## config.mk

```make
export PLATFORM = sky130hd
export DESIGN_NAME = joystick_to_gamepad_or_mouse_core
export DESIGN_NICKNAME = d
export VERILOG_FILES = /design/src/hw/rtl/jgm_pkg.sv /design/src/hw/rtl/jgm_divider.sv /design/src/hw/rtl/jgm_lane.sv /design/src/hw/rtl/joystick_to_gamepad_or_mouse_core.sv
export SDC_FILE = /design/constraint.sdc
export NUM_CORES = 1
export LEC_CHECK = 0
export BUFFER_PORTS_ARGS = -buffer_cell sky130_fd_sc_hd__buf_2
export CAP_MARGIN = 10
export CORE_MARGIN = 5
export CORE_UTILIZATION = 60
export CTS_CLUSTER_DIAMETER = 120
export DETAILED_ROUTE_END_ITERATION = 12
export GPL_TIMING_DRIVEN = 0
export PLACE_DENSITY_LB_ADDON = 0.2
export SLEW_MARGIN = 20
export SYNTH_ARGS = -nofsm -noshare
export SYNTH_HDL_FRONTEND = slang
export SYNTH_HIERARCHICAL = 1
export SYNTH_SLANG_ARGS = --single-unit
export TNS_END_PERCENT = 10
```

## constraint.sdc

```tcl
create_clock -name clk_i -period 11.9 [get_ports clk_i]
set_input_delay 1.785 -clock clk_i [delete_from_list [all_inputs] [get_ports clk_i]]
set_output_delay 1.785 -clock clk_i [all_outputs]
set_load 0.005 [all_outputs]
```

## src/hw/rtl/jgm_pkg.sv

```systemverilog
// ----------------------------------------------------------------------------
// jgm_pkg: shared types and constants for the joystick front end
// Payload structs, register indexes, sequencer states, fixed widths and the lane control bundle.
// ----------------------------------------------------------------------------
package jgm_pkg;

  localparam int AdcBits   = 10;
  localparam int HalfScale = 1 << (AdcBits - 1);
  localparam int CenterW   = 14;
  localparam int CarryW    = 12;
  localparam int AxisW     = AdcBits + 2;  // centred axis value, signed
  localparam int AccW      = 15;           // carry plus deadzoned axis
  localparam int DivW      = 10;
  localparam int CntW      = 4;

  typedef enum logic [2:0] {
    RegMode    = 3'd0,
    RegDead    = 3'd1,
    RegDivFast = 3'd2,
    RegDivSlow = 3'd3,
    RegGain    = 3'd4,
    RegInvX    = 3'd5,
    RegInvY    = 3'd6,
    RegCalib   = 3'd7
  } reg_idx_e;

  typedef enum logic [1:0] {
    StIdle,
    StCalDiv,
    StWork,
    StOut
  } state_e;

  typedef struct packed {
    logic [9:0] raw_x;
    logic [9:0] raw_y;
    logic [9:0] button_level;
    logic       slow;
    logic       recalibrate;
  } in_t;

  typedef struct packed {
    logic signed [11:0] axis_x;
    logic signed [11:0] axis_y;
    logic               pressed;
    logic signed [7:0]  move_x;
    logic signed [7:0]  move_y;
    logic               calibrated;
  } out_t;

  // control from the sequencer to each lane
  typedef struct packed {
    logic start;       // load operands; begins a divide in mouse mode, latches the axis in gamepad mode
    logic gamepad;     // 1: gamepad scaling, 0: mouse path
    logic done;        // axis is live this beat
  } lane_ctl_t;

endpackage

```

## src/hw/rtl/jgm_divider.sv

```systemverilog
// ----------------------------------------------------------------------------
// jgm_divider: serial signed divider
// Restoring, one quotient bit per cycle, truncates toward zero.
// ----------------------------------------------------------------------------
module jgm_divider (
  input  logic                                 clk_i,
  input  logic                                 rst_ni,
  input  logic                                 start_i,
  input  logic signed [jgm_pkg::AccW-1:0]      num_i,
  input  logic        [jgm_pkg::DivW-1:0]      den_i,
  output logic                                 busy_o,
  output logic signed [jgm_pkg::AccW-1:0]      quo_o,
  output logic signed [jgm_pkg::AccW-1:0]      rem_o
);
  localparam int W = jgm_pkg::AccW;

  logic [W-1:0]            mag_q, mag_d;
  logic [W-1:0]            rem_q, rem_d;
  logic [jgm_pkg::DivW-1:0] den_q, den_d;
  logic                    neg_q, neg_d;
  logic [4:0]              cnt_q, cnt_d;
  logic [W:0]              trial;

  always_comb begin
    mag_d = mag_q;
    rem_d = rem_q;
    den_d = den_q;
    neg_d = neg_q;
    cnt_d = cnt_q;
    trial = {rem_q, mag_q[W-1]} - {{(W+1-jgm_pkg::DivW){1'b0}}, den_q};
    if (start_i) begin
      neg_d = num_i[W-1];
      mag_d = num_i[W-1] ? W'(-num_i) : W'(num_i);
      rem_d = '0;
      den_d = (den_i == '0) ? jgm_pkg::DivW'(1) : den_i;
      cnt_d = 5'(W);
    end else if (cnt_q != '0) begin
      // shift in one numerator bit, subtract when it fits
      if (!trial[W]) begin
        rem_d = trial[W-1:0];
        mag_d = {mag_q[W-2:0], 1'b1};
      end else begin
        rem_d = {rem_q[W-2:0], mag_q[W-1]};
        mag_d = {mag_q[W-2:0], 1'b0};
      end
      cnt_d = cnt_q - 5'd1;
    end
  end

  always_ff @(posedge clk_i or negedge rst_ni) begin
    if (!rst_ni) begin
      cnt_q <= '0;
    end else begin
      cnt_q <= cnt_d;
    end
  end

  always_ff @(posedge clk_i) begin
    mag_q <= mag_d;
    rem_q <= rem_d;
    den_q <= den_d;
    neg_q <= neg_d;
  end

  assign busy_o = (cnt_q != '0);
  assign quo_o  = neg_q ? W'(-mag_q) : mag_q;
  assign rem_o  = neg_q ? W'(-rem_q) : rem_q;
endmodule

```

## src/hw/rtl/jgm_lane.sv

```systemverilog
// ----------------------------------------------------------------------------
// jgm_lane: one axis of the joystick front end
// Holds centre and carry, forms the axis value, scales it or divides it.
// ----------------------------------------------------------------------------
module jgm_lane (
  input  logic                              clk_i,
  input  logic                              rst_ni,
  input  jgm_pkg::lane_ctl_t                ctl_i,
  input  logic                              clr_i,      // recalibrate
  input  logic                              acc_i,      // add sample to centre
  input  logic                              cal_start_i,
  input  logic                              cal_load_i,
  input  logic [jgm_pkg::AdcBits-1:0]       raw_i,
  input  logic                              inv_i,
  input  logic [8:0]                        dead_i,
  input  logic [6:0]                        gain_i,
  input  logic [jgm_pkg::CntW-1:0]          nsamp_i,
  input  logic [jgm_pkg::DivW-1:0]          div_i,
  output logic                              busy_o,
  output logic signed [11:0]                axis_o,
  output logic signed [7:0]                 move_o
);
  localparam int CW = jgm_pkg::CenterW;
  localparam int AW = jgm_pkg::AccW;

  logic signed [CW-1:0]             center_q, center_d;
  logic signed [jgm_pkg::CarryW-1:0] carry_q, carry_d;
  logic signed [CW-1:0]             center_acc;
  logic signed [CW-1:0]             axis_v;
  logic signed [CW-1:0]             dz;
  logic signed [AW-1:0]             acc;
  logic signed [AW-1:0]             num;
  logic        [jgm_pkg::DivW-1:0]  den;
  logic signed [AW-1:0]             quo, rem;
  logic signed [CW+8-1:0]           prod;
  logic signed [CW+8-1:0]           scaled;
  logic                             start;
  logic signed [CW-1:0]             rawc;
  logic signed [CW-1:0]             deadv;

  assign rawc  = $signed({{(CW-jgm_pkg::AdcBits){1'b0}}, raw_i});
  assign deadv = $signed({{(CW-9){1'b0}}, dead_i});
  assign center_acc = (clr_i ? '0 : center_q) + rawc - CW'(jgm_pkg::HalfScale);

  // centre the sample, mirror when asked, zero until calibration is done
  always_comb begin
    if (!ctl_i.done) begin
      axis_v = '0;
    end else if (inv_i) begin
      axis_v = CW'(jgm_pkg::HalfScale - 1) - rawc + center_q;
    end else begin
      axis_v = rawc - CW'(jgm_pkg::HalfScale) - center_q;
    end
  end

  // remove deadzone
  always_comb begin
    if (axis_v > 0) begin
      dz = (axis_v > deadv) ? axis_v - deadv : '0;
    end else begin
      dz = (axis_v < -deadv) ? axis_v + deadv : '0;
    end
  end

  assign acc   = AW'(carry_q) + AW'(dz);
  assign start = cal_start_i || (ctl_i.start && !ctl_i.gamepad);
  assign num   = cal_start_i ? AW'(center_d) : acc;
  assign den   = cal_start_i ? jgm_pkg::DivW'(nsamp_i) : div_i;

  jgm_divider u_div (
    .clk_i   (clk_i),
    .rst_ni  (rst_ni),
    .start_i (start),
    .num_i   (num),
    .den_i   (den),
    .busy_o  (busy_o),
    .quo_o   (quo),
    .rem_o   (rem)
  );

  // centre update: clear, accumulate, then load the average
  always_comb begin
    center_d = center_q;
    if (clr_i) center_d = '0;
    if (acc_i) center_d = center_acc;
    if (cal_load_i) center_d = quo[CW-1:0];
  end

  // gamepad scale by gain/32, truncating toward zero
  assign prod   = axis_v * $signed({1'b0, gain_i});
  assign scaled = (prod < 0) ? -((-prod) >>> 5) : (prod >>> 5);

  always_ff @(posedge clk_i) begin
    if (ctl_i.start) begin
      if (scaled > 2047) axis_o <= 12'sd2047;
      else if (scaled < -2048) axis_o <= -12'sd2048;
      else axis_o <= scaled[11:0];
    end
  end

  // mouse: carry keeps the remainder, motion saturates
  always_comb begin
    carry_d = carry_q;
    if (ctl_i.done && 1'b0) carry_d = carry_q;
  end

  logic mouse_run_q;
  logic mouse_fin;
  assign mouse_fin = mouse_run_q && !busy_o;

  always_ff @(posedge clk_i or negedge rst_ni) begin
    if (!rst_ni) begin
      center_q    <= '0;
      carry_q     <= '0;
      mouse_run_q <= 1'b0;
    end else begin
      center_q <= center_d;
      if (ctl_i.start && !ctl_i.gamepad) mouse_run_q <= 1'b1;
      else if (mouse_fin) mouse_run_q <= 1'b0;
      if (mouse_fin) carry_q <= rem[jgm_pkg::CarryW-1:0];
      else carry_q <= carry_d;
    end
  end

  always_ff @(posedge clk_i) begin
    if (mouse_fin) begin
      if (quo > 127) move_o <= 8'sd127;
      else if (quo < -127) move_o <= -8'sd127;
      else move_o <= quo[7:0];
    end
  end
endmodule

```

## src/hw/rtl/joystick_to_gamepad_or_mouse_core.sv

```systemverilog
// ----------------------------------------------------------------------------
// joystick_to_gamepad_or_mouse_core: joystick to gamepad or mouse
// Two axis lanes with serial dividers, a sequencer and a merging output stage.
// ----------------------------------------------------------------------------
//  channel | direction | handshake        | payload
//  in      | input     | in_valid/ready   | jgm_pkg::in_t
//  out     | output    | out_valid/ready  | jgm_pkg::out_t
//  cfg     | input     | cfg_valid/ready  | cfg_index, cfg_data
//
// One item at a time. Gamepad mode scales the axes without dividing; the
// last calibration tick averages the centres and mouse mode divides the
// motion, each on the 15-step serial divider in the lanes, in turn when both.
// Reset clears centres, carries and count and sets the registers to defaults.
// in_ready is low while an item is at work or its result waits on out_ready.
module joystick_to_gamepad_or_mouse_core (
  input  logic           clk_i,
  input  logic           rst_ni,
  input  logic           in_valid_i,
  output logic           in_ready_o,
  input  jgm_pkg::in_t   in_data_i,
  output logic           out_valid_o,
  input  logic           out_ready_i,
  output jgm_pkg::out_t  out_data_o,
  input  logic           cfg_valid_i,
  output logic           cfg_ready_o,
  input  logic [2:0]     cfg_index_i,
  input  logic [9:0]     cfg_data_i
);
  jgm_pkg::state_e state_q, state_d;

  logic       mode_q, invx_q, invy_q;
  logic [8:0] dead_q;
  logic [9:0] divf_q, divs_q;
  logic [6:0] gain_q;
  logic [3:0] nsamp_q;
  logic [3:0] cnt_q;
  logic       done_q, slow_q, pressed_q;
  jgm_pkg::in_t item_q;

  logic       acc_go, last_cal, cal_start, cal_load, done_now, bx, by;
  logic [3:0] cnt_eff;
  logic       in_fire, work_start;
  jgm_pkg::lane_ctl_t ctl;
  logic signed [11:0] ax, ay;
  logic signed [7:0]  mx, my;

  assign cfg_ready_o = 1'b1;
  assign in_ready_o  = (state_q == jgm_pkg::StIdle);
  assign in_fire     = in_valid_i && in_ready_o;

  // calibration decision on the accepted beat
  assign cnt_eff   = in_data_i.recalibrate ? 4'd0 : cnt_q;
  assign acc_go    = in_fire && (cnt_eff < nsamp_q);
  assign last_cal  = acc_go && (cnt_eff + 4'd1 == nsamp_q);
  assign cal_start = last_cal;
  assign done_now  = in_fire && !acc_go;

  always_comb begin
    state_d = state_q;
    unique case (state_q)
      jgm_pkg::StIdle:   if (in_fire) state_d = last_cal ? jgm_pkg::StCalDiv
                                                         : jgm_pkg::StWork;
      jgm_pkg::StCalDiv: if (!bx && !by) state_d = jgm_pkg::StWork;
      jgm_pkg::StWork:   if (!mode_q || (!bx && !by && !work_start))
                           state_d = jgm_pkg::StOut;
      jgm_pkg::StOut:    if (out_ready_i) state_d = jgm_pkg::StIdle;
      default:           state_d = jgm_pkg::StIdle;
    endcase
  end

  // one-cycle start pulse on entry to work
  logic work_seen_q;
  assign work_start = (state_q == jgm_pkg::StWork) && !work_seen_q;
  assign cal_load   = (state_q == jgm_pkg::StCalDiv) && !bx && !by && work_seen_q;

  always_comb begin
    ctl.start   = work_start;
    ctl.gamepad = !mode_q;
    ctl.done    = done_q;
  end

  jgm_lane u_lane_x (
    .clk_i, .rst_ni, .ctl_i(ctl),
    .clr_i(in_fire && in_data_i.recalibrate), .acc_i(acc_go),
    .cal_start_i(cal_start), .cal_load_i(cal_load),
    .raw_i(state_q == jgm_pkg::StIdle ? in_data_i.raw_x : item_q.raw_x),
    .inv_i(invx_q), .dead_i(dead_q), .gain_i(gain_q), .nsamp_i(nsamp_q),
    .div_i(slow_q ? divs_q : divf_q),
    .busy_o(bx), .axis_o(ax), .move_o(mx)
  );

  jgm_lane u_lane_y (
    .clk_i, .rst_ni, .ctl_i(ctl),
    .clr_i(in_fire && in_data_i.recalibrate), .acc_i(acc_go),
    .cal_start_i(cal_start), .cal_load_i(cal_load),
    .raw_i(state_q == jgm_pkg::StIdle ? in_data_i.raw_y : item_q.raw_y),
    .inv_i(invy_q), .dead_i(dead_q), .gain_i(gain_q), .nsamp_i(nsamp_q),
    .div_i(slow_q ? divs_q : divf_q),
    .busy_o(by), .axis_o(ay), .move_o(my)
  );

  always_ff @(posedge clk_i or negedge rst_ni) begin
    if (!rst_ni) begin
      state_q     <= jgm_pkg::StIdle;
      work_seen_q <= 1'b0;
      cnt_q       <= '0;
      done_q      <= 1'b0;
      mode_q <= 1'b0; dead_q <= 9'd15; divf_q <= 10'd100; divs_q <= 10'd250;
      gain_q <= 7'd12; invx_q <= 1'b1; invy_q <= 1'b1; nsamp_q <= 4'd5;
    end else begin
      state_q <= state_d;
      work_seen_q <= (state_d == state_q) &&
                     ((state_q == jgm_pkg::StWork) ||
                      (state_q == jgm_pkg::StCalDiv));
      if (in_fire) begin
        cnt_q  <= acc_go ? cnt_eff + 4'd1 : cnt_eff;
        done_q <= done_now || last_cal;
      end
      // register writes
      if (cfg_valid_i) begin
        unique case (jgm_pkg::reg_idx_e'(cfg_index_i))
          jgm_pkg::RegMode:    mode_q  <= cfg_data_i[0];
          jgm_pkg::RegDead:    dead_q  <= cfg_data_i[8:0];
          jgm_pkg::RegDivFast: divf_q  <= cfg_data_i;
          jgm_pkg::RegDivSlow: divs_q  <= cfg_data_i;
          jgm_pkg::RegGain:    gain_q  <= cfg_data_i[6:0];
          jgm_pkg::RegInvX:    invx_q  <= cfg_data_i[0];
          jgm_pkg::RegInvY:    invy_q  <= cfg_data_i[0];
          jgm_pkg::RegCalib:   nsamp_q <= cfg_data_i[3:0];
          default: ;
        endcase
      end
    end
  end

  // hold the beat
  always_ff @(posedge clk_i) begin
    if (in_fire) begin
      item_q    <= in_data_i;
      slow_q    <= in_data_i.slow;
      pressed_q <= (in_data_i.button_level <= 10'd20);
    end
  end

  // merge the lanes into the result beat
  assign out_valid_o           = (state_q == jgm_pkg::StOut);
  assign out_data_o.axis_x     = mode_q ? 12'sd0 : ax;
  assign out_data_o.axis_y     = mode_q ? 12'sd0 : ay;
  assign out_data_o.pressed    = !mode_q && pressed_q;
  assign out_data_o.move_x     = mode_q ? mx : 8'sd0;
  assign out_data_o.move_y     = mode_q ? my : 8'sd0;
  assign out_data_o.calibrated = done_q;

  a_no_accept_busy: assert property (@(posedge clk_i) disable iff (!rst_ni)
    out_valid_o |-> !in_ready_o) else $error("accept while result pending");
  a_out_hold: assert property (@(posedge clk_i) disable iff (!rst_ni)
    out_valid_o && !out_ready_i |=> out_valid_o) else $error("result dropped");
  a_div_idle: assert property (@(posedge clk_i) disable iff (!rst_ni)
    in_ready_o |-> !bx && !by) else $error("divider busy while idle");
endmodule
```

==> results by group <==
Outcome
  – Status: finished clean

Logic synthesis
  – Synth Area per Inst: 8.61 um^2
  – Syn Inst Count: 3,754
  – Cell Area, Synth: 32,300 um^2
  – Synth Net Count: 4,289
  – YS warnings: 6

Job
  – Number of max-cap violations: 0

Timing
  – Max Freq: 0.0904 GHz
  – Min Tclk post-route: 11.06 ns
  – Final Max Tran Viols: 0
  – Period utilization: 93.0%
  – Total Neg Setup Slack: 0 ns
  – Hold Violations, Final: 0
  – RSZ-0062 raised after global routing: no
  – Max_slew headroom: 26.1%
  – Setup skew after layout: 0.0252 ns
  – Slew @ Worst Pin: 1.11 ns
  – # setup viols final: 0

Route
  – Drt wl/cell: 17.3 um
  – 1st-pass router iterations: 8
  – Routed vias: 27,300
  – Post-DRT Antenna Nets: 0
  – Iter 0 DRT Violations: 1,879
  – Via density: 5.92
  – Total detailed-routing wirelength: 79.9 mm
  – DRC: 0

Global route
  – Vias in the first global route: 26,600
  – Total track usage: 26.6%
  – Initial antenna violation count: 0
  – Final global-route overflow total: 0
  – Global-route wire length before repair: 132 mm
  – Largest net degree at the start of global routing: 65

Hold path
  – Class of the worst hold path: register to register
  – Hold path endpoint: u_lane_x/mouse_run_q
  – Hold Path Depth: 2
  – Hold path start: u_lane_x/mouse_run_q

Setup path
  – Worst R2R Path Depth: 37
  – Delay of the slowest critical-path stage: 0.67 ns
  – Worst Path Max Fanout: 10
  – R2r setup slk: 0.84 ns
  – Critical-path top delay cell: buf_1
  – Crit path DAT: 11.32 ns
  – Crit end category: register
  – Worst Setup Path Type: register to register
  – Worst Path Required: 12.16 ns
  – Most used cell, CP: inv_1
  – Setup crit start kind: register
  – Worst reg2reg path endpoint: u_lane_x/axis_o[9]
  – RR Startpoint: state_q[1]

CTS
  – Clock Path Buffers: 3
  – Clock transition at path regs: 0.06 ns
  – CTS tree: done
  – Clk_lat worst skew: 0.57 ns
  – Htree depth: 2
  – Cts bufs inserted: 34
  – Clock Sinks: 259
  – CTS root buffer: clkbuf_16

Floorplanning
  – Die Ht: 242 um
  – Initial core utilization: 60.3%
  – Core Rows: 85
  – I/O pins: 95
  – Core ar.: 53,600 um^2
  – Die width: 242 um
  – Die area: 58,600 um^2

Final layout
  – Layout area overhead: 7.81%
  – Multi-input logic area: 23,000 um^2
  – Fillers: 4,602
  – Sequential cell area: 6930 um^2
  – NumNets Final: 4,418
  – Layout cell share with drive strength beyond 1: 10.7%

Placement
  – IO Port Bufs: 91
  – DP Wirelength: 63.7 mm
  – Gpl congestion: 0.944
## through the flow
stage / util, % / std cells / instance area (um^2) / hold slack (ns) / setup WS, ns
CTS: 65.0 / 4605 / 34800 / 0.471 / 0.753
global route: 65.0 / 4605 / 34800 / 0.498 / 0.0240
global placement: 62.8 / 4541 / 33600 / 0.453 / 0.755
floorplan: - / 3754 / 32300 / 0.438 / 2.17
finish: 65.0 / 4608 / 34800 / 0.469 / 0.836
detailed placement: 62.9 / 4543 / 33700 / 0.457 / 0.681
## routing by layer
metal	GRT usage, %	share of wire [%]
met1	36.7	45
met2	43.9	46
met3	3.53	6.1
met5	0	0
met4	8.07	2.9
## state kept, by name, indices dropped and copies added, names as in the netlist, 4 cells and up
register,count
u_lane_x/u_div/rem_q,15
cnt_q,4
u_lane_y/center_q,14
item_q,20
u_lane_x/u_div/mag_q,15
u_lane_x/carry_d,12
u_lane_y/axis_o,12
u_lane_x/center_q,14
u_lane_y/u_div/den_q,10
gain_q,7
divs_q,10
u_lane_y/u_div/mag_q,15
u_lane_x/u_div/cnt_q,5
dead_q,9
u_lane_y/move_o,8
u_lane_x/move_o,8
u_lane_x/u_div/den_q,10
u_lane_y/u_div/cnt_q,5
u_lane_x/axis_o,12
u_lane_y/u_div/rem_q,15
nsamp_q,4
u_lane_y/carry_d,12
divf_q,10
## cell type report
type | instances | share of cell area, %
clock buffer | 40 | 2.60
buffer | 176 | 2.19
inverter | 444 | 4.78
sequential | 259 | 19.9
timing repair buffer | 93 | 1.46
tap | 696 | 2.50
multi-input combinational | 2875 | 66.0
antenna | 3 | 0.0215
clock inverter | 22 | 0.618
## repair_timing
action	CTS	global route
setup endpoints to repair	0	5
gates resized for setup	0	1
buffers inserted	0	0
hold buffers	0	0
## cell usage in the layout (no fill, tap or decap), types with 77 or more instances in the layout
cell,n
and3_1,110
edfxtp_1,114
a21oi_1,228
xnor2_1,171
nand2_1,250
nand3_1,80
ha_1,319
nor2b_1,77
clkbuf_1,129
inv_1,438
o21ai_0,132
fa_1,166
and2_1,108
nor2_1,246
dfrtp_1,96
mux2_2,122
buf_2,112
## critical path, delay by kind of cell, from the launching register on
family | cells | cell delay (ns)
AO/OA/AOI/OAI | 9 | 2.45
adder cells (fa/ha/maj) | 8 | 3.28
buffers and inverters | 11 | 2.13
flip-flops | 1 | 0.47
multiplexers | 2 | 0.83
AND/OR/NAND/NOR | 7 | 1.58
## how the worst max path moves through the flow
stage | from | to | slack (ns) | depth (start not counted)
4_1_cts | state_q[1] | u_lane_x/axis_o[9] | 0.75 | 35
3_3_place_gp | in_data_i[23] | u_lane_x/axis_o[3] | 0.76 | 33
6_report | state_q[1] | u_lane_x/axis_o[9] | 0.84 | 37
2_1_floorplan | in_data_i[12] | u_lane_y/axis_o[10] | 2.17 | 35
3_5_place_dp | in_data_i[23] | u_lane_x/axis_o[3] | 0.68 | 33
5_1_grt | state_q[1] | u_lane_x/axis_o[3] | 0.02 | 37
Power is left out: the tool's default activity adds up to more than one toggle a clock period on the data nets, which glitch-free logic cannot reach.
